File: config.mk
export PLATFORM = sky130hd
export DESIGN_NAME = round_robin_task_scheduler_top_flat
export DESIGN_NICKNAME = d
export VERILOG_FILES = /design/src/sv/rrts_pkg.sv /design/src/sv/rrts_if.sv /design/src/sv/rrts_ctrl.sv /design/src/sv/rrts_dp.sv /design/src/sv/round_robin_task_scheduler_top.sv /design/src/flat_wrapper.sv
export SDC_FILE = /design/constraint.sdc
export NUM_CORES = 2
export LEC_CHECK = 0
export BUFFER_PORTS_ARGS = -buffer_cell sky130_fd_sc_hd__buf_2
export CAP_MARGIN = 25
export CORE_MARGIN = 10
export CORE_UTILIZATION = 45
export DETAILED_ROUTE_END_ITERATION = 16
export HOLD_SLACK_MARGIN = 0.1
export SLEW_MARGIN = 10
export SYNTH_ARGS = -nofsm -noshare
export SYNTH_HDL_FRONTEND = slang
export SYNTH_SLANG_ARGS = --single-unit
File: constraint.sdc
create_clock -name clk -period 23.2 [get_ports clk]
set_clock_uncertainty 0.05 [all_clocks]
set_input_delay 1.16 -clock clk [delete_from_list [all_inputs] [get_ports clk]]
set_output_delay 1.16 -clock clk [all_outputs]
set_load 0.05 [all_outputs]
File: src/sv/rrts_pkg.sv
// ----------------------------------------------------------------------------
// rrts_pkg
// Shared types and constants of the round-robin task scheduler.
// ----------------------------------------------------------------------------
package rrts_pkg;

  localparam int TASK_SLOTS_DEF = 16;
  localparam logic [7:0] SLICE_RESET = 8'd10;

  localparam logic [2:0] ACT_TICK   = 3'd0;
  localparam logic [2:0] ACT_YIELD  = 3'd1;
  localparam logic [2:0] ACT_EXIT   = 3'd2;
  localparam logic [2:0] ACT_BLOCK  = 3'd3;
  localparam logic [2:0] ACT_WAKEUP = 3'd4;
  localparam logic [2:0] ACT_CREATE = 3'd5;
  localparam logic [2:0] ACT_QUERY  = 3'd6;

  localparam logic [2:0] ST_UNUSED  = 3'd0;
  localparam logic [2:0] ST_READY   = 3'd1;
  localparam logic [2:0] ST_RUNNING = 3'd2;
  localparam logic [2:0] ST_BLOCKED = 3'd3;
  localparam logic [2:0] ST_TERM    = 3'd4;

  localparam logic [1:0] RES_OK       = 2'd0;
  localparam logic [1:0] RES_NO_SLOT  = 2'd1;
  localparam logic [1:0] RES_NO_PID   = 2'd2;

  localparam logic [3:0] OP_NONE    = 4'd0;
  localparam logic [3:0] OP_LOAD    = 4'd1;
  localparam logic [3:0] OP_TICK    = 4'd2;
  localparam logic [3:0] OP_MARK    = 4'd3;
  localparam logic [3:0] OP_ADDR0   = 4'd4;
  localparam logic [3:0] OP_REAPCHK = 4'd5;
  localparam logic [3:0] OP_REAP    = 4'd6;
  localparam logic [3:0] OP_CHARGE  = 4'd7;
  localparam logic [3:0] OP_POP     = 4'd8;
  localparam logic [3:0] OP_RUN     = 4'd9;
  localparam logic [3:0] OP_SCAN    = 4'd10;
  localparam logic [3:0] OP_FIN     = 4'd11;
  localparam logic [3:0] OP_OUT     = 4'd12;

  typedef struct packed {
    logic [3:0] op;
  } cmd_t;

  typedef struct packed {
    logic [2:0] act;
    logic       tick_zero;
    logic       cur_term;
    logic       hit;
    logic       last;
    logic       fifo_empty;
    logic       out_busy;
  } stat_t;

endpackage

File: src/sv/rrts_if.sv
// ----------------------------------------------------------------------------
// rrts_if
// Valid/ready channels of the scheduler: input items, results, config.
// ----------------------------------------------------------------------------
interface rrts_in_if;
  logic        valid;
  logic        ready;
  logic [2:0]  action;
  logic [31:0] now_tick;
  logic [15:0] channel;
  logic [31:0] exit_value;
  logic [31:0] query_pid;
  modport source (output valid, action, now_tick, channel, exit_value, query_pid,
                  input ready);
  modport sink (input valid, action, now_tick, channel, exit_value, query_pid,
                output ready);
endinterface

interface rrts_out_if;
  logic        valid;
  logic        ready;
  logic [1:0]  status;
  logic [31:0] result_pid;
  logic [31:0] running_pid;
  logic        switched;
  logic [2:0]  task_status;
  logic [31:0] run_time;
  logic [31:0] exit_status;
  modport source (output valid, status, result_pid, running_pid, switched,
                  task_status, run_time, exit_status, input ready);
  modport sink (input valid, status, result_pid, running_pid, switched,
                task_status, run_time, exit_status, output ready);
endinterface

interface rrts_cfg_if;
  logic       valid;
  logic       ready;
  logic [7:0] slice_ticks;
  modport source (output valid, slice_ticks, input ready);
  modport sink (input valid, slice_ticks, output ready);
endinterface

File: src/sv/rrts_ctrl.sv
// ----------------------------------------------------------------------------
// rrts_ctrl
// Sequencer: walks one item through dispatch, slot scans and scheduling.
// ----------------------------------------------------------------------------
module rrts_ctrl (
  input  logic           clk,
  input  logic           rst,
  input  logic           in_valid,
  output logic           in_ready,
  input  rrts_pkg::stat_t stat,
  output rrts_pkg::cmd_t  cmd
);

  localparam logic [3:0] S_IDLE   = 4'd0;
  localparam logic [3:0] S_DISP   = 4'd1;
  localparam logic [3:0] S_SCHED  = 4'd2;
  localparam logic [3:0] S_REAP   = 4'd3;
  localparam logic [3:0] S_CHARGE = 4'd4;
  localparam logic [3:0] S_WAIT   = 4'd5;
  localparam logic [3:0] S_POP    = 4'd6;
  localparam logic [3:0] S_CHECK  = 4'd7;
  localparam logic [3:0] S_RUN    = 4'd8;
  localparam logic [3:0] S_SCAN   = 4'd9;
  localparam logic [3:0] S_FIN    = 4'd10;
  localparam logic [3:0] S_OUT    = 4'd11;

  logic [3:0] state;
  logic [3:0] state_next;

  assign in_ready = (state == S_IDLE);

  always_comb begin
    state_next = state;
    cmd.op = rrts_pkg::OP_NONE;
    unique case (state)
      S_IDLE: begin
        if (in_valid) begin
          cmd.op = rrts_pkg::OP_LOAD;
          state_next = S_DISP;
        end
      end
      S_DISP: begin
        unique case (stat.act)
          rrts_pkg::ACT_TICK: begin
            cmd.op = rrts_pkg::OP_TICK;
            state_next = stat.tick_zero ? S_SCHED : S_FIN;
          end
          rrts_pkg::ACT_YIELD: state_next = S_SCHED;
          rrts_pkg::ACT_EXIT, rrts_pkg::ACT_BLOCK: begin
            cmd.op = rrts_pkg::OP_MARK;
            state_next = S_SCHED;
          end
          rrts_pkg::ACT_WAKEUP, rrts_pkg::ACT_CREATE, rrts_pkg::ACT_QUERY: begin
            cmd.op = rrts_pkg::OP_ADDR0;
            state_next = S_SCAN;
          end
          default: state_next = S_FIN;
        endcase
      end
      S_SCHED: begin
        cmd.op = rrts_pkg::OP_REAPCHK;
        state_next = stat.cur_term ? S_CHARGE : S_REAP;
      end
      S_REAP: begin
        cmd.op = rrts_pkg::OP_REAP;
        if (stat.last) state_next = S_CHARGE;
      end
      S_CHARGE: begin
        cmd.op = rrts_pkg::OP_CHARGE;
        state_next = S_WAIT;
      end
      S_WAIT: state_next = S_POP;
      S_POP: begin
        cmd.op = rrts_pkg::OP_POP;
        state_next = stat.fifo_empty ? S_RUN : S_CHECK;
      end
      S_CHECK: state_next = stat.cur_term ? S_POP : S_RUN;
      S_RUN: begin
        cmd.op = rrts_pkg::OP_RUN;
        state_next = S_FIN;
      end
      S_SCAN: begin
        cmd.op = rrts_pkg::OP_SCAN;
        if (stat.last || (stat.hit && stat.act != rrts_pkg::ACT_WAKEUP))
          state_next = S_FIN;
      end
      S_FIN: begin
        cmd.op = rrts_pkg::OP_FIN;
        state_next = S_OUT;
      end
      S_OUT: begin
        if (!stat.out_busy) begin
          cmd.op = rrts_pkg::OP_OUT;
          state_next = S_IDLE;
        end
      end
      default: state_next = S_IDLE;
    endcase
  end

  always_ff @(posedge clk) begin
    if (rst) state <= S_IDLE;
    else state <= state_next;
  end

endmodule

File: src/sv/rrts_dp.sv
// ----------------------------------------------------------------------------
// rrts_dp
// Datapath: task table, ready FIFO, item and result registers.
// ----------------------------------------------------------------------------
module rrts_dp #(
  parameter int TASK_SLOTS = rrts_pkg::TASK_SLOTS_DEF
) (
  input  logic            clk,
  input  logic            rst,
  input  rrts_pkg::cmd_t  cmd,
  output rrts_pkg::stat_t stat,
  input  logic [2:0]      action,
  input  logic [31:0]     now_tick,
  input  logic [15:0]     channel,
  input  logic [31:0]     exit_value,
  input  logic [31:0]     query_pid,
  input  logic            cfg_we,
  input  logic [7:0]      cfg_slice,
  input  logic            out_ready,
  output logic            out_valid,
  output logic [1:0]      status,
  output logic [31:0]     result_pid,
  output logic [31:0]     running_pid,
  output logic            switched,
  output logic [2:0]      task_status,
  output logic [31:0]     run_time,
  output logic [31:0]     exit_status
);

  localparam int SW = $clog2(TASK_SLOTS);
  localparam int CW = $clog2(TASK_SLOTS + 1);
  localparam logic [SW-1:0] LAST = SW'(TASK_SLOTS - 1);
  localparam logic [CW-1:0] FULL = CW'(TASK_SLOTS);

  logic [2:0]  slot_status [TASK_SLOTS];
  logic [31:0] slot_pid [TASK_SLOTS];
  logic [15:0] slot_channel [TASK_SLOTS];
  logic [31:0] slot_runtime [TASK_SLOTS];
  logic [31:0] slot_last_tick [TASK_SLOTS];
  logic [31:0] slot_exit [TASK_SLOTS];
  logic [7:0]  slot_slice [TASK_SLOTS];
  logic [SW-1:0] ready_fifo [TASK_SLOTS];

  logic [SW-1:0] addr;
  logic [SW-1:0] running;
  logic [SW-1:0] prev_run;
  logic [SW-1:0] head;
  logic [SW-1:0] tail;
  logic [CW-1:0] count;
  logic [SW-1:0] rd;
  logic [31:0]   pid_counter;
  logic [7:0]    slice_ticks;

  logic [2:0]  act;
  logic [31:0] now;
  logic [15:0] chan;
  logic [31:0] xval;
  logic [31:0] qpid;
  logic [1:0]  res_status;
  logic [31:0] res_pid;
  logic [2:0]  res_tstat;
  logic [31:0] res_rt;
  logic [31:0] res_ex;

  logic [2:0]  cur_st;
  logic [7:0]  cur_slice;
  logic [31:0] elapsed;
  logic        hit;
  logic        push;

  assign cur_st = slot_status[addr];
  assign cur_slice = slot_slice[addr];
  assign elapsed = (now == slot_last_tick[addr]) ? 32'd1 : now - slot_last_tick[addr];

  always_comb begin
    unique case (act)
      rrts_pkg::ACT_WAKEUP:
        hit = (cur_st == rrts_pkg::ST_BLOCKED) && (slot_channel[addr] == chan);
      rrts_pkg::ACT_CREATE: hit = (cur_st == rrts_pkg::ST_UNUSED);
      rrts_pkg::ACT_QUERY:
        hit = (cur_st != rrts_pkg::ST_UNUSED) && (slot_pid[addr] == qpid);
      default: hit = 1'b0;
    endcase
  end

  assign push = ((cmd.op == rrts_pkg::OP_CHARGE) && (cur_st == rrts_pkg::ST_RUNNING)) ||
                ((cmd.op == rrts_pkg::OP_SCAN) && hit &&
                 (act == rrts_pkg::ACT_WAKEUP || act == rrts_pkg::ACT_CREATE));

  assign stat.act = act;
  assign stat.tick_zero = (cur_slice <= 8'd1);
  assign stat.cur_term = (cur_st == rrts_pkg::ST_TERM);
  assign stat.hit = hit;
  assign stat.last = (addr == LAST);
  assign stat.fifo_empty = (count == '0);
  assign stat.out_busy = out_valid && !out_ready;

  // slot table
  always_ff @(posedge clk) begin
    if (rst) begin
      for (int i = 0; i < TASK_SLOTS; i++) begin
        slot_status[i] <= (i == 0) ? rrts_pkg::ST_RUNNING : rrts_pkg::ST_UNUSED;
        slot_pid[i] <= '0;
        slot_channel[i] <= '0;
        slot_runtime[i] <= '0;
        slot_last_tick[i] <= '0;
        slot_exit[i] <= '0;
        slot_slice[i] <= '0;
      end
    end else begin
      unique case (cmd.op)
        rrts_pkg::OP_TICK: begin
          if (cur_slice != 8'd0) slot_slice[addr] <= cur_slice - 8'd1;
        end
        rrts_pkg::OP_MARK: begin
          if (act == rrts_pkg::ACT_EXIT) begin
            slot_status[addr] <= rrts_pkg::ST_TERM;
            slot_exit[addr] <= xval;
          end else begin
            slot_status[addr] <= rrts_pkg::ST_BLOCKED;
            slot_channel[addr] <= chan;
          end
        end
        rrts_pkg::OP_REAP: begin
          if (cur_st == rrts_pkg::ST_TERM) slot_status[addr] <= rrts_pkg::ST_UNUSED;
        end
        rrts_pkg::OP_CHARGE: begin
          slot_runtime[addr] <= slot_runtime[addr] + elapsed;
          if (push) begin
            slot_slice[addr] <= slice_ticks;
            slot_status[addr] <= rrts_pkg::ST_READY;
          end
        end
        rrts_pkg::OP_RUN: begin
          slot_status[addr] <= rrts_pkg::ST_RUNNING;
          slot_last_tick[addr] <= now;
        end
        rrts_pkg::OP_SCAN: begin
          if (push) begin
            slot_status[addr] <= rrts_pkg::ST_READY;
            slot_channel[addr] <= '0;
            if (act == rrts_pkg::ACT_CREATE) begin
              slot_pid[addr] <= pid_counter;
              slot_runtime[addr] <= '0;
              slot_last_tick[addr] <= '0;
              slot_exit[addr] <= '0;
              slot_slice[addr] <= slice_ticks;
            end
          end
        end
        default: ;
      endcase
    end
  end

  // ready FIFO storage
  always_ff @(posedge clk) begin
    if (push && count != FULL) ready_fifo[tail] <= addr;
    rd <= ready_fifo[head];
  end

  // control registers
  always_ff @(posedge clk) begin
    if (rst) begin
      addr <= '0;
      running <= '0;
      prev_run <= '0;
      head <= '0;
      tail <= '0;
      count <= '0;
      pid_counter <= 32'd1;
      slice_ticks <= rrts_pkg::SLICE_RESET;
      act <= rrts_pkg::ACT_TICK;
      out_valid <= 1'b0;
    end else begin
      if (cfg_we) slice_ticks <= cfg_slice;
      if (push && count != FULL) begin
        tail <= (tail == LAST) ? '0 : tail + SW'(1);
        count <= count + CW'(1);
      end
      if (cmd.op == rrts_pkg::OP_OUT) out_valid <= 1'b1;
      else if (out_ready) out_valid <= 1'b0;
      unique case (cmd.op)
        rrts_pkg::OP_LOAD: begin
          act <= action;
          addr <= running;
          prev_run <= running;
        end
        rrts_pkg::OP_ADDR0: addr <= '0;
        rrts_pkg::OP_REAPCHK: begin
          if (cur_st != rrts_pkg::ST_TERM) addr <= '0;
        end
        rrts_pkg::OP_REAP: begin
          addr <= (addr == LAST) ? running : addr + SW'(1);
        end
        rrts_pkg::OP_POP: begin
          if (count == '0) addr <= '0;
          else begin
            addr <= rd;
            head <= (head == LAST) ? '0 : head + SW'(1);
            count <= count - CW'(1);
          end
        end
        rrts_pkg::OP_RUN: running <= addr;
        rrts_pkg::OP_SCAN: begin
          if (addr != LAST) addr <= addr + SW'(1);
          if (hit && act == rrts_pkg::ACT_CREATE) pid_counter <= pid_counter + 32'd1;
        end
        rrts_pkg::OP_FIN: addr <= running;
        default: ;
      endcase
    end
  end

  // item and result payload
  always_ff @(posedge clk) begin
    if (cmd.op == rrts_pkg::OP_LOAD) begin
      now <= now_tick;
      chan <= channel;
      xval <= exit_value;
      qpid <= query_pid;
      res_pid <= '0;
      res_tstat <= '0;
      res_rt <= '0;
      res_ex <= '0;
      res_status <= (action == rrts_pkg::ACT_CREATE) ? rrts_pkg::RES_NO_SLOT :
                    (action == rrts_pkg::ACT_QUERY) ? rrts_pkg::RES_NO_PID :
                    rrts_pkg::RES_OK;
    end
    if (cmd.op == rrts_pkg::OP_SCAN && hit) begin
      if (act == rrts_pkg::ACT_CREATE) begin
        res_status <= rrts_pkg::RES_OK;
        res_pid <= pid_counter;
      end else if (act == rrts_pkg::ACT_QUERY) begin
        res_status <= rrts_pkg::RES_OK;
        res_pid <= qpid;
        res_tstat <= cur_st;
        res_rt <= slot_runtime[addr];
        res_ex <= slot_exit[addr];
      end
    end
    if (cmd.op == rrts_pkg::OP_OUT) begin
      status <= res_status;
      result_pid <= res_pid;
      running_pid <= slot_pid[addr];
      switched <= (running != prev_run);
      task_status <= res_tstat;
      run_time <= res_rt;
      exit_status <= res_ex;
    end
  end

  a_count_range: assert property (@(posedge clk) disable iff (rst) count <= FULL)
    else $error("ready FIFO count out of range");
  a_run_state: assert property (@(posedge clk) disable iff (rst)
    cmd.op == rrts_pkg::OP_RUN |=> slot_status[running] == rrts_pkg::ST_RUNNING)
    else $error("dispatched slot not running");
  a_empty_ptrs: assert property (@(posedge clk) disable iff (rst)
    count == '0 |-> head == tail)
    else $error("empty FIFO with unequal pointers");

endmodule

File: src/sv/round_robin_task_scheduler_top.sv
// ----------------------------------------------------------------------------
// round_robin_task_scheduler_top
// Round-robin time-slice scheduler over a fixed task table.
// ----------------------------------------------------------------------------
// Channels: in_ch carries one scheduler event per beat (tick, yield, exit,
// block, wakeup, create, query) with the timer value; out_ch returns exactly
// one result beat per event; cfg writes the slice length in ticks.
// The sequencer walks the slot table one slot a cycle: a tick with time left
// or an undefined event goes straight to the result; wakeup, create and query
// scan the slots (create and query stop at the first hit); scheduling runs a
// reap scan and then pops the FIFO until it finds a live task or runs empty;
// an exit skips the reap scan.
// One event is in flight at a time; the next is taken as soon as
// the result sits in the output register.
// Reset (synchronous, rst high) leaves the idle task in slot 0 running, all
// other slots unused, the FIFO empty, next pid 1, slice 10.
// A stalled receiver holds the result; the block then finishes at most one
// more event and waits with it until the output register frees.
// ----------------------------------------------------------------------------
module round_robin_task_scheduler_top #(
  parameter int TASK_SLOTS = rrts_pkg::TASK_SLOTS_DEF
) (
  input logic       clk,
  input logic       rst,
  rrts_in_if.sink   in_ch,
  rrts_out_if.source out_ch,
  rrts_cfg_if.sink  cfg
);

  rrts_pkg::cmd_t  cmd;
  rrts_pkg::stat_t stat;

  assign cfg.ready = 1'b1;

  rrts_ctrl u_ctrl (
    .clk      (clk),
    .rst      (rst),
    .in_valid (in_ch.valid),
    .in_ready (in_ch.ready),
    .stat     (stat),
    .cmd      (cmd)
  );

  rrts_dp #(.TASK_SLOTS(TASK_SLOTS)) u_dp (
    .clk         (clk),
    .rst         (rst),
    .cmd         (cmd),
    .stat        (stat),
    .action      (in_ch.action),
    .now_tick    (in_ch.now_tick),
    .channel     (in_ch.channel),
    .exit_value  (in_ch.exit_value),
    .query_pid   (in_ch.query_pid),
    .cfg_we      (cfg.valid),
    .cfg_slice   (cfg.slice_ticks),
    .out_ready   (out_ch.ready),
    .out_valid   (out_ch.valid),
    .status      (out_ch.status),
    .result_pid  (out_ch.result_pid),
    .running_pid (out_ch.running_pid),
    .switched    (out_ch.switched),
    .task_status (out_ch.task_status),
    .run_time    (out_ch.run_time),
    .exit_status (out_ch.exit_status)
  );

endmodule
File: src/flat_wrapper.sv
// flat-port wrapper written by rule: the top's interface ports become plain ports
module round_robin_task_scheduler_top_flat 
#(
  parameter int TASK_SLOTS = rrts_pkg::TASK_SLOTS_DEF
)
  (clk, rst, in_ch_valid, in_ch_action, in_ch_now_tick, in_ch_channel, in_ch_exit_value, in_ch_query_pid, in_ch_ready, out_ch_valid, out_ch_status, out_ch_result_pid, out_ch_running_pid, out_ch_switched, out_ch_task_status, out_ch_run_time, out_ch_exit_status, out_ch_ready, cfg_valid, cfg_slice_ticks, cfg_ready);
  rrts_in_if in_ch_i ();
  rrts_out_if out_ch_i ();
  rrts_cfg_if cfg_i ();
  input logic clk;
  input logic rst;
  input wire logic [$bits(in_ch_i.valid)-1:0] in_ch_valid;
  input wire logic [$bits(in_ch_i.action)-1:0] in_ch_action;
  input wire logic [$bits(in_ch_i.now_tick)-1:0] in_ch_now_tick;
  input wire logic [$bits(in_ch_i.channel)-1:0] in_ch_channel;
  input wire logic [$bits(in_ch_i.exit_value)-1:0] in_ch_exit_value;
  input wire logic [$bits(in_ch_i.query_pid)-1:0] in_ch_query_pid;
  output wire logic [$bits(in_ch_i.ready)-1:0] in_ch_ready;
  output wire logic [$bits(out_ch_i.valid)-1:0] out_ch_valid;
  output wire logic [$bits(out_ch_i.status)-1:0] out_ch_status;
  output wire logic [$bits(out_ch_i.result_pid)-1:0] out_ch_result_pid;
  output wire logic [$bits(out_ch_i.running_pid)-1:0] out_ch_running_pid;
  output wire logic [$bits(out_ch_i.switched)-1:0] out_ch_switched;
  output wire logic [$bits(out_ch_i.task_status)-1:0] out_ch_task_status;
  output wire logic [$bits(out_ch_i.run_time)-1:0] out_ch_run_time;
  output wire logic [$bits(out_ch_i.exit_status)-1:0] out_ch_exit_status;
  input wire logic [$bits(out_ch_i.ready)-1:0] out_ch_ready;
  input wire logic [$bits(cfg_i.valid)-1:0] cfg_valid;
  input wire logic [$bits(cfg_i.slice_ticks)-1:0] cfg_slice_ticks;
  output wire logic [$bits(cfg_i.ready)-1:0] cfg_ready;
  assign in_ch_i.valid = in_ch_valid;
  assign in_ch_i.action = in_ch_action;
  assign in_ch_i.now_tick = in_ch_now_tick;
  assign in_ch_i.channel = in_ch_channel;
  assign in_ch_i.exit_value = in_ch_exit_value;
  assign in_ch_i.query_pid = in_ch_query_pid;
  assign in_ch_ready = in_ch_i.ready;
  assign out_ch_valid = out_ch_i.valid;
  assign out_ch_status = out_ch_i.status;
  assign out_ch_result_pid = out_ch_i.result_pid;
  assign out_ch_running_pid = out_ch_i.running_pid;
  assign out_ch_switched = out_ch_i.switched;
  assign out_ch_task_status = out_ch_i.task_status;
  assign out_ch_run_time = out_ch_i.run_time;
  assign out_ch_exit_status = out_ch_i.exit_status;
  assign out_ch_i.ready = out_ch_ready;
  assign cfg_i.valid = cfg_valid;
  assign cfg_i.slice_ticks = cfg_slice_ticks;
  assign cfg_ready = cfg_i.ready;
  round_robin_task_scheduler_top #(.TASK_SLOTS(TASK_SLOTS)) u_core (.clk(clk), .rst(rst), .in_ch(in_ch_i), .out_ch(out_ch_i), .cfg(cfg_i));
endmodule
==> results.py <==
metrics = {
    "finish": {
        "area_delta_synth_final_pct": 12.44,
        "final_net_count": 9370,
        "mostFrequentLayoutCells": "edfxtp_1 (2790), nor2_1 (2094), mux4_2 (664)",
        "post_route_cells_drive_above_1_share_pct": 20.03,
        "design_area_um2": 146200,
        "most_frequent_standard_cell_in_the_layout_excluding_fill_and_tap_cells": "edfxtp_1",
    },
    "synthesis": {
        "most_common_flop_cell_mapped_by_yosys": "edfxtp_1",
        "synth_top_cells_by_area": "edfxtp_1 (64%), mux4_2 (11%), nor2_1 (6.1%), dfxtp_1 (2.8%), and2_1 (2.7%)",
        "synthesis.area_per_instance_um2": 14.41,
        "synth-warning-count": 0,
        "yosysTopAreaCell": "edfxtp_1",
        "ys_async_sr_fraction_pct": 0,
        "synth_edf_count": 2790,
        "mappedNetlistArea_um2": 130100,
        "synth_top_area_share_pct": 64.41,
        "yosysSeqAreaShare_pct": 67.22,
        "synth_register_bits": 2972,
        "synth_cells": 9028,
        "synth_fp_nets": 9240,
        "number_of_distinct_library_cell_variants_in_the_gate_level_netlist_after_synthesis": 96,
    },
    "global_route": {
        "globalRouteOverflowTotal": 0,
        "first_global_vias": 80820,
        "track_usage_pct": 27.10,
        "number_of_antenna_violations_at_the_first_check_in_global_routing": 27,
        "grt_start_max_net_pins": 138,
        "wire_length_of_the_first_global_routing_pass_mm": 606.4,
    },
    "timing": {
        "min_tclk_post_route_ns": 9.189,
        "finalSetupViolCount": 0,
        "grt_setup_unrepaired": "no",
        "slew_viol_final": 0,
        "totalNegativeSetupSlack_ns": 0,
        "worst_pin_slew_ns": 1.098,
        "hold_worst_slack_ns": 0.3432,
        "timing.final.crit_share_pct": 39.61,
        "timing.fmax_ghz": 0.1088,
        "hold_viol_final": 0,
        "timing.max_slew.rel_slack_pct": 26.82,
    },
    "clock_tree": {
        "clk_transition_reported_paths_ns": 0.06,
        "clkSinkCount": 2972,
        "cts_hold_repair.buffers": 0,
        "cts.htree.levels": 5,
        "ctsResizeCount": 0,
        "cts_max_path_buffers": 4,
        "cts_made_buffers": 320,
        "clk_root_buffer_cell": "clkbuf_16",
        "cts_tree": "yes",
        "post-cts-setup-buffers": 0,
        "worstSkewPairLatency_ns": 0.95,
    },
    "worst_setup_path": {
        "worst-setup-path-type": "register to register",
        "timing.critical_path.required_ns": 23.80,
        "worstPathArrival_ns": 9.79,
        "r2r_setup_slack_ns": 14.01,
        "cp-start-kind": "register",
        "setup.worst_path.end_class": "register",
        "cp_slowest_stage_delay_ns": 0.85,
        "slowest_stage_cell_crit_path": "buf_4",
        "crit_path_max_fanout": 57,
        "path_cells": "buf_4 -> buf_4 -> mux4_2 -> mux4_2 -> inv_1 -> ha_1 -> and3_1 -> nor3b_1 -> nand4_1 -> nor2_2 -> nor2_1 -> fa_1 -> a21o_1 -> a21oi_1 -> o21ai_0 -> a31oi_1 -> a211o_1 -> a21oi_1 -> nand2b_1 -> a211oi_1 -> xnor2_1 -> a21o_1 -> nor2_1",
    },
    "die": {
        "die_width_um": 557.6,
        "starting_utilization_of_the_core_area_pct": 45.18,
        "die_height_um": 557.6,
        "fp-row-count": 197,
        "num_io_pins": 265,
        "dieArea_um2": 310900,
        "core_region_area_um2": 287900,
    },
    "detailed_routing": {
        "drt_drc_violations_left": 0,
        "final_antenna_net_count": 0,
        "wire_per_inst_um": 32.70,
        "detailedRoute.firstPassIterationCount": 6,
        "drt_iter0_markers": 11860,
        "vias_per_cell": 6.198,
        "drt-total-wl_mm": 432.0,
        "vias": 81882,
    },
    "power_and_ir_drop": {
        "report.power.total_w": 0.01606,
        "power-per-cell-area_nw_per_um2": 109.8,
        "vdd.ir_drop.worst_v": 0.0001886,
        "static-leakage-power_nw": 50.08,
    },
    "place": {
        "gpl_congestion": 0.8525,
        "placedInstanceArea_um2": 135700,
        "port_buffers": 263,
        "detailed_placement_wirelength_estimate_mm": 240.2,
    },
    "hold_path": {
        "hold_path.class": "input port to register",
    },
    "job": {
        "max_cap_viol_count": 0,
    },
    "run_status": {
        "run_status": "finished, final reports clean",
    },
}
-- stage by stage --
step	cells	worst slack, ns	util, %
after global placement	12590	13.69	47.07
after global routing	13204	13.66	50.79
after floorplan	9028	14.87	-
after CTS	13190	13.98	50.74
final	13212	14.01	50.80
after detailed placement	12605	14.04	47.14
-- layer usage --
| metal | up-vias | part of all wire, % | track usage, % |
|---|---|---|---|
| met5 | - | 0.0086 | 0 |
| met4 | 6 | 5.3 | 12.21 |
| met1 | 42478 | 37 | 36.21 |
| li1 | 33382 | - | - |
| met3 | 973 | 10 | 5.016 |
| met2 | 5043 | 47 | 43.48 |
-- state kept, by name, summed over array words and instances (netlist names), 48 cells and up, named ones only --
| register | cells |
|---|---|
| u_core.u_dp.slot_exit | 512 |
| u_core.u_dp.slot_channel | 256 |
| u_core.u_dp.slot_slice | 128 |
| u_core.u_dp.slot_status | 48 |
| u_core.u_dp.slot_last_tick | 512 |
| u_core.u_dp.slot_runtime | 512 |
| u_core.u_dp.slot_pid | 512 |
| u_core.u_dp.ready_fifo | 64 |
-- worst max-delay path, delay by kind of cell (launching register included) --
kind	cells	cell delay [ns]
buf+inv	3	1.78
mux	2	0.90
xor+xnor	1	0.19
compound gates	8	2.45
fa+ha+maj	2	0.75
simple gates	7	1.80
flops	1	0.81
-- Yosys cell counts (28+ instances only) --
cell type  count
a21o_1        80
a21oi_1      148
a22o_1        32
a22oi_1       30
a31oi_1       33
and2_1       559
and3_1        30
buf_1         43
buf_2        119
buf_4         37
buf_6         29
clkbuf_1     496
dfxtp_1      182
edfxtp_1    2790
ha_1          82
inv_1         88
mux2_2        37
mux2i_1      190
mux4_2       664
nand2_1      463
nand2b_1      28
nand3_1       56
nor2_1      2130
nor2b_1       35
nor3_1        53
o21ai_0      145
o22ai_1       28
xnor2_1       62
xor2_1        63
-- cells by family after synthesis --
kind of cell	after synthesis	synth area share [%]
AO/OA/AOI/OAI	659	3.366
other	1	0.002883
AND/OR/NAND/NOR	3478	11.70
multiplexers	892	13.29
XOR/XNOR	125	0.8417
adder cells (fa/ha/maj)	85	0.8273
buffers and inverters	816	2.752
flip-flops	2972	67.22
-- worst paths after layout --
check / cells past startpoint / to / start
worst max-delay path: 23 / u_core.u_dp.slot_runtime[2][30] / register
worst min-delay path: 1 / u_core.u_dp.xval[9] / in_ch_exit_value[9]
worst max register to register: 23 / u_core.u_dp.slot_runtime[2][30] / register
worst min register to register: 0 / u_core.u_dp.run_time[2] / u_core.u_dp.res_rt[2]
-- where the power goes --
| part | leakage [nW] | switching, W | internal, W | total [W] |
|---|---|---|---|---|
| Clock | 5.03 | 0.00217 | 0.00292 | 0.00509 |
| Combinational | 15.6 | 0.00307 | 0.00145 | 0.00452 |
| Sequential | 29.4 | 0.000266 | 0.00618 | 0.00644 |
| Total | 50.1 | 0.00551 | 0.0105 | 0.0161 |
-- final cells by class --
type,count,area [µm²]
sequential,2972,87440
clock inverter,150,1513
timing repair buffer,533,3561
fill,24163,141600
tap,3781,4731
antenna,10,25.02
clock buffer,435,8841
multi-input combinational,5240,39780
inverter,91,357.8
No activity file was read; power rests on OpenSTA's default activity.
